--- src/hw/rtl/m3inv_pkg.sv ---
package m3inv_pkg;

  // element format
  localparam int unsigned ElemW = 32;
  localparam int unsigned FracB = 16;
  localparam int unsigned NumEl = 9;
  localparam int unsigned NumRow = 3;
  localparam int unsigned ThrW = 31;

  // internal widths
  localparam int unsigned ProdW = 2 * ElemW;
  localparam int unsigned CofRawW = ProdW + 1 - FracB;
  localparam int unsigned CofW = (CofRawW < 64) ? CofRawW : 64;
  localparam int unsigned CofHiW = CofW - ElemW;
  localparam int unsigned LoW = 2 * ElemW + 1;
  localparam int unsigned TermW = ElemW + CofW;
  localparam int unsigned DetW = TermW + 2;
  localparam int unsigned NumW =
    ((CofW + 2 * FracB > DetW) ? CofW + 2 * FracB : DetW) + 1;
  localparam int unsigned DenW = DetW + 1;
  localparam int unsigned QuoW = ElemW;
  localparam int unsigned CmpW = DenW + QuoW;

  // queue between front and back
  localparam int unsigned QDepth = 4;
  localparam int unsigned QPtrW = $clog2(QDepth);

  // element indexes p, q, r, s of each cofactor p*q - r*s
  localparam int CofIdx [NumEl][4] = '{
    '{4, 8, 5, 7}, '{2, 7, 1, 8}, '{1, 5, 2, 4},
    '{5, 6, 3, 8}, '{0, 8, 2, 6}, '{2, 3, 0, 5},
    '{3, 7, 4, 6}, '{1, 6, 0, 7}, '{0, 4, 1, 3}
  };

  // cofactors used in the expansion along the first row
  localparam int DetIdx [NumRow] = '{0, 3, 6};

  // one classified matrix handed from front to back
  typedef struct packed {
    logic [NumEl-1:0][CofW-1:0] cof;
    logic                       det_neg;
    logic [DetW-1:0]            dmag;
    logic                       singular;
    logic                       clip;
  } m3inv_job_t;

endpackage

--- src/hw/rtl/m3inv_queue.sv ---
module m3inv_queue (
  input  logic                  clk_i,
  input  logic                  rst_ni,
  input  logic                  wr_valid_i,
  output logic                  wr_ready_o,
  input  m3inv_pkg::m3inv_job_t wr_data_i,
  output logic                  rd_valid_o,
  input  logic                  rd_ready_i,
  output m3inv_pkg::m3inv_job_t rd_data_o
);
  import m3inv_pkg::*;

  m3inv_job_t       mem [QDepth];
  logic [QPtrW-1:0] wr_ptr_q, rd_ptr_q;
  logic [QPtrW:0]   cnt_q;
  logic             full, empty, push, pop;

  assign full       = cnt_q == (QPtrW + 1)'(QDepth);
  assign empty      = cnt_q == '0;
  assign push       = wr_valid_i & ~full;
  assign pop        = rd_ready_i & ~empty;
  assign wr_ready_o = ~full;
  assign rd_valid_o = ~empty;
  assign rd_data_o  = mem[rd_ptr_q];

  // pointers and fill level
  always_ff @(posedge clk_i or negedge rst_ni) begin
    if (!rst_ni) begin
      wr_ptr_q <= '0;
      rd_ptr_q <= '0;
      cnt_q    <= '0;
    end else begin
      if (push) wr_ptr_q <= wr_ptr_q + QPtrW'(1);
      if (pop)  rd_ptr_q <= rd_ptr_q + QPtrW'(1);
      if (push & ~pop)      cnt_q <= cnt_q + (QPtrW + 1)'(1);
      else if (pop & ~push) cnt_q <= cnt_q - (QPtrW + 1)'(1);
    end
  end

  // entry storage
  always_ff @(posedge clk_i) begin
    if (push) mem[wr_ptr_q] <= wr_data_i;
  end

endmodule

--- config.mk ---
export PLATFORM = sky130hd
export DESIGN_NAME = m3inv_queue
export DESIGN_NICKNAME = d
export VERILOG_FILES = /design/src/hw/rtl/m3inv_pkg.sv /design/src/hw/rtl/m3inv_queue.sv
export SDC_FILE = /design/constraint.sdc
export NUM_CORES = 1
export LEC_CHECK = 0
export BUFFER_PORTS_ARGS = -buffer_cell sky130_fd_sc_hd__buf_4
export CAP_MARGIN = 20
export CORE_AREA = 2 2 417 419
export DETAILED_ROUTE_END_ITERATION = 10
export DIE_AREA = 0 0 419 421
export PLACE_DENSITY = 0.71
export SETUP_SLACK_MARGIN = 0.4
export SLEW_MARGIN = 0
export SYNTH_ARGS = -nofsm -noshare
export SYNTH_HDL_FRONTEND = slang
export SYNTH_SLANG_ARGS = --single-unit
--- constraint.sdc ---
create_clock -name clk_i -period 15.7 [get_ports clk_i]
set_input_delay 0 -clock clk_i [delete_from_list [all_inputs] [get_ports clk_i]]
set_output_delay 0 -clock clk_i [all_outputs]
set_load 0.005 [all_outputs]
==> out/qor.yml <==
yosysWarnings: 0
antenna_found_initial: 34
ys_top_cells_by_area: "edfxtp_1 82%, mux4_2 15%, buf_12 1.4%, buf_2 0.36%, dfrtp_1 0.23%"
hold_class: "input port to flop"
synthArstFlopShare_pct: 0.331
peakVddDrop_mv: 0.147
tritoncts: "done"
synth_ff_type: "edfxtp_1"
critPathMaxStageDelay_ns: 1.05
postRouteAntennaNets: 0
cts_buffers: 206
finalHoldViolCount: 0
yosysSeqAreaShare_pct: 82.4
worst_ep_required_time_ns: 15.70
wl_per_cell_um: 25.8
cts.root.buffer_cell: "clkbuf_16"
critPathMaxFanout: 66
pin_count: 1060
synth-seq-cells: 2115
cts_setup_buffers: 0
pwr_density_cell_nw_per_um2: 175
synth.most_common_cell: "edfxtp_1"
fin_crit_sh_pct: 37.4
synth_area_sq_um: 77000
drt_iter0_markers: 3311
syn_area_per_cell_sq_um: 27.6
yosys.area.top_type_share_pct: 82.2
drt_pass1_iterations: 6
critPathArrivalTime_ns: 5.88
slowest_stage: "dfrtp_4"
worst_pin_slew_ns: 1.20
p_leak_nw: 35.7
max_freq_ghz: 0.170
grtUsageMet3_pct: 5.43
dp_hpwl_um: 112000
wl_um: 195000
cts.clk_slew.worst_paths_ns: 0.06
drive_above_1_share_pct: 36.8
num_rows: 153
setup_tns_ns: 0
busiest_layer: "met2"
grt.total_usage_pct: 21.8
cp_common_cell: "buf_4"
cp_cell_sequence: "buf_4 -> buf_4 -> buf_4 -> buf_4 -> mux4_2 -> buf_4"
critPathCaptureType: "primary output"
rsz0062_at_grt: "false"
status: "finished, final reports clean"
setup_viol: 0
clock_skew_ns: 0.0473
initial_core_util_pct: 44.6
fillers: 11500
critPathTopFamily: "buffers and inverters"
netlist_top_cells_count: "2108 x edfxtp_1, 527 x mux4_2, 55 x buf_12, 55 x buf_2, 7 x dfrtp_1"
met1_usage_pct: 26.1
grt_max_degree: 147
drc: 0
syn2layout_area_growth_pct: 35.0
core_sq_um: 172000
start_kind: "flop"
synth_cell_type_count: 20
clock_sinks: 2115
slew_headroom_pct: 19.8
die_area_sq_um: 176000
drv_cap: 0
final.min_clock_period_ns: 5.88
synth.net_count: 3325
met2_usage_pct: 36.5
finalWeightedCongestion: 0.850
clockBufferDepth: 3
via_count: 40200
fp.dieH_um: 421
final_util_pct: 60.3
grt.overflow.total: 0
synth_area_leader_cell: "edfxtp_1"
maxSlewViolCount: 0
die_x_um: 419
fin_nets: 5580
via_per_inst: 5.32
syn_inst: 2788
grt_pass1_wl_um: 283000
synth_edf_count: 2108
port_buffers: 1059
clock_latency_ns: 0.86
worst-path-buf-inv: 5
critPathKind: "flop to primary output"
grt_pass1_vias: 42500
htreeDepth: 4
-- stage by stage --
stage	hold WS (ns)	area (sq um)	instances	setup slack, ns	power [W]
6_report	0.0303	104000	7562	9.82	0.0181
5_1_grt	0.0162	104000	7550	9.32	0.0188
4_1_cts	0.000722	104000	7526	9.62	0.0182
3_5_place_dp	-0.175	86900	6101	10.25	0.0133
3_3_place_gp	-0.180	86900	6100	10.33	0.0133
2_1_floorplan	-0.296	77000	2788	2.07	0.0115
-- state kept, by name (all words and copies together) (netlist names) --
name      flops
wr_ptr_q      2
mem        2108
rd_ptr_q      2
cnt_q         3
-- routing by layer --
metal  routed length (um)  up-vias
li1                     -    16800
met5                  112        -
met4                11400       18
met1                70400    21100
met3                13800      507
met2                99200     1827
-- cells by family after synthesis --
family	after synthesis	share of synthesized area (%)
AO/OA/AOI/OAI	1	0.0146
XOR/XNOR	6	0.0682
adder cells (fa/ha/maj)	6	0.107
buffers and inverters	121	1.87
flip-flops	2115	82.4
multiplexers	529	15.4
AND/OR/NAND/NOR	10	0.0666
-- layout by cell type (no fill, tap or decap), types with 2 or more instances in the layout --
cell	Yosys	final
clkinv_8	0	2
ha_1	5	5
inv_1	3	3
clkinv_16	0	5
dfrtp_4	0	2
clkinvlp_4	0	7
buf_12	55	8
and2_4	0	4
clkinv_2	0	25
mux2_2	2	2
clkbuf_1	4	50
diode_2	0	35
xnor2_1	4	4
edfxtp_1	2108	2108
buf_4	1	1097
clkbuf_16	0	208
bufinv_16	0	8
clkinv_4	0	3
dfrtp_1	7	5
inv_8	0	4
clkinv_1	0	47
dlygate4sd3_1	0	1059
inv_16	0	3
mux4_2	527	527
inv_6	0	5
nor2_1	2	2
nand2_1	2	2
xor2_1	2	2
-- power breakdown --
part / leakage [nW] / switching, W / internal (W)
clock network: 3.07 / 0.00209 / 0.00258
logic: 13.3 / 0.00287 / 0.00284
registers: 19.4 / 0.000311 / 0.00747
-- timing repair --
action / 4_1_cts / 5_1_grt
gates resized for setup: 0 / 0
hold endpoints to repair: 2150 / 2
hold buffers: 1058 / 1
-- path summary, 6_finish.rpt --
check,cells past startpoint,slack (ns),end,from
worst max-delay path,6,9.82,rd_data_o[110],rd_ptr_q[1]
worst min-delay path,2,0.03,mem[2][378],wr_data_i[378]
worst max register to register,7,10.32,mem[1][187],cnt_q[0]
worst min register to register,1,0.54,cnt_q[2],cnt_q[2]
max in group asynchronous,3,15.15,rd_ptr_q[0],rst_ni
min in group asynchronous,3,0.25,wr_ptr_q[1],rst_ni
-- area by class of cell --
class / instances / area (sq um) / area share, %
antenna: 35 / 87.6 / 0.0842
clock buffer: 258 / 5390 / 5.19
clock inverter: 109 / 952 / 0.916
inverter: 3 / 11.3 / 0.0108
multi-input combinational: 552 / 12100 / 11.6
sequential: 2115 / 63500 / 61.1
tap: 2325 / 2910 / 2.80
timing repair buffer: 2165 / 19000 / 18.3
Note: power is estimated with default switching activity, not from simulation.
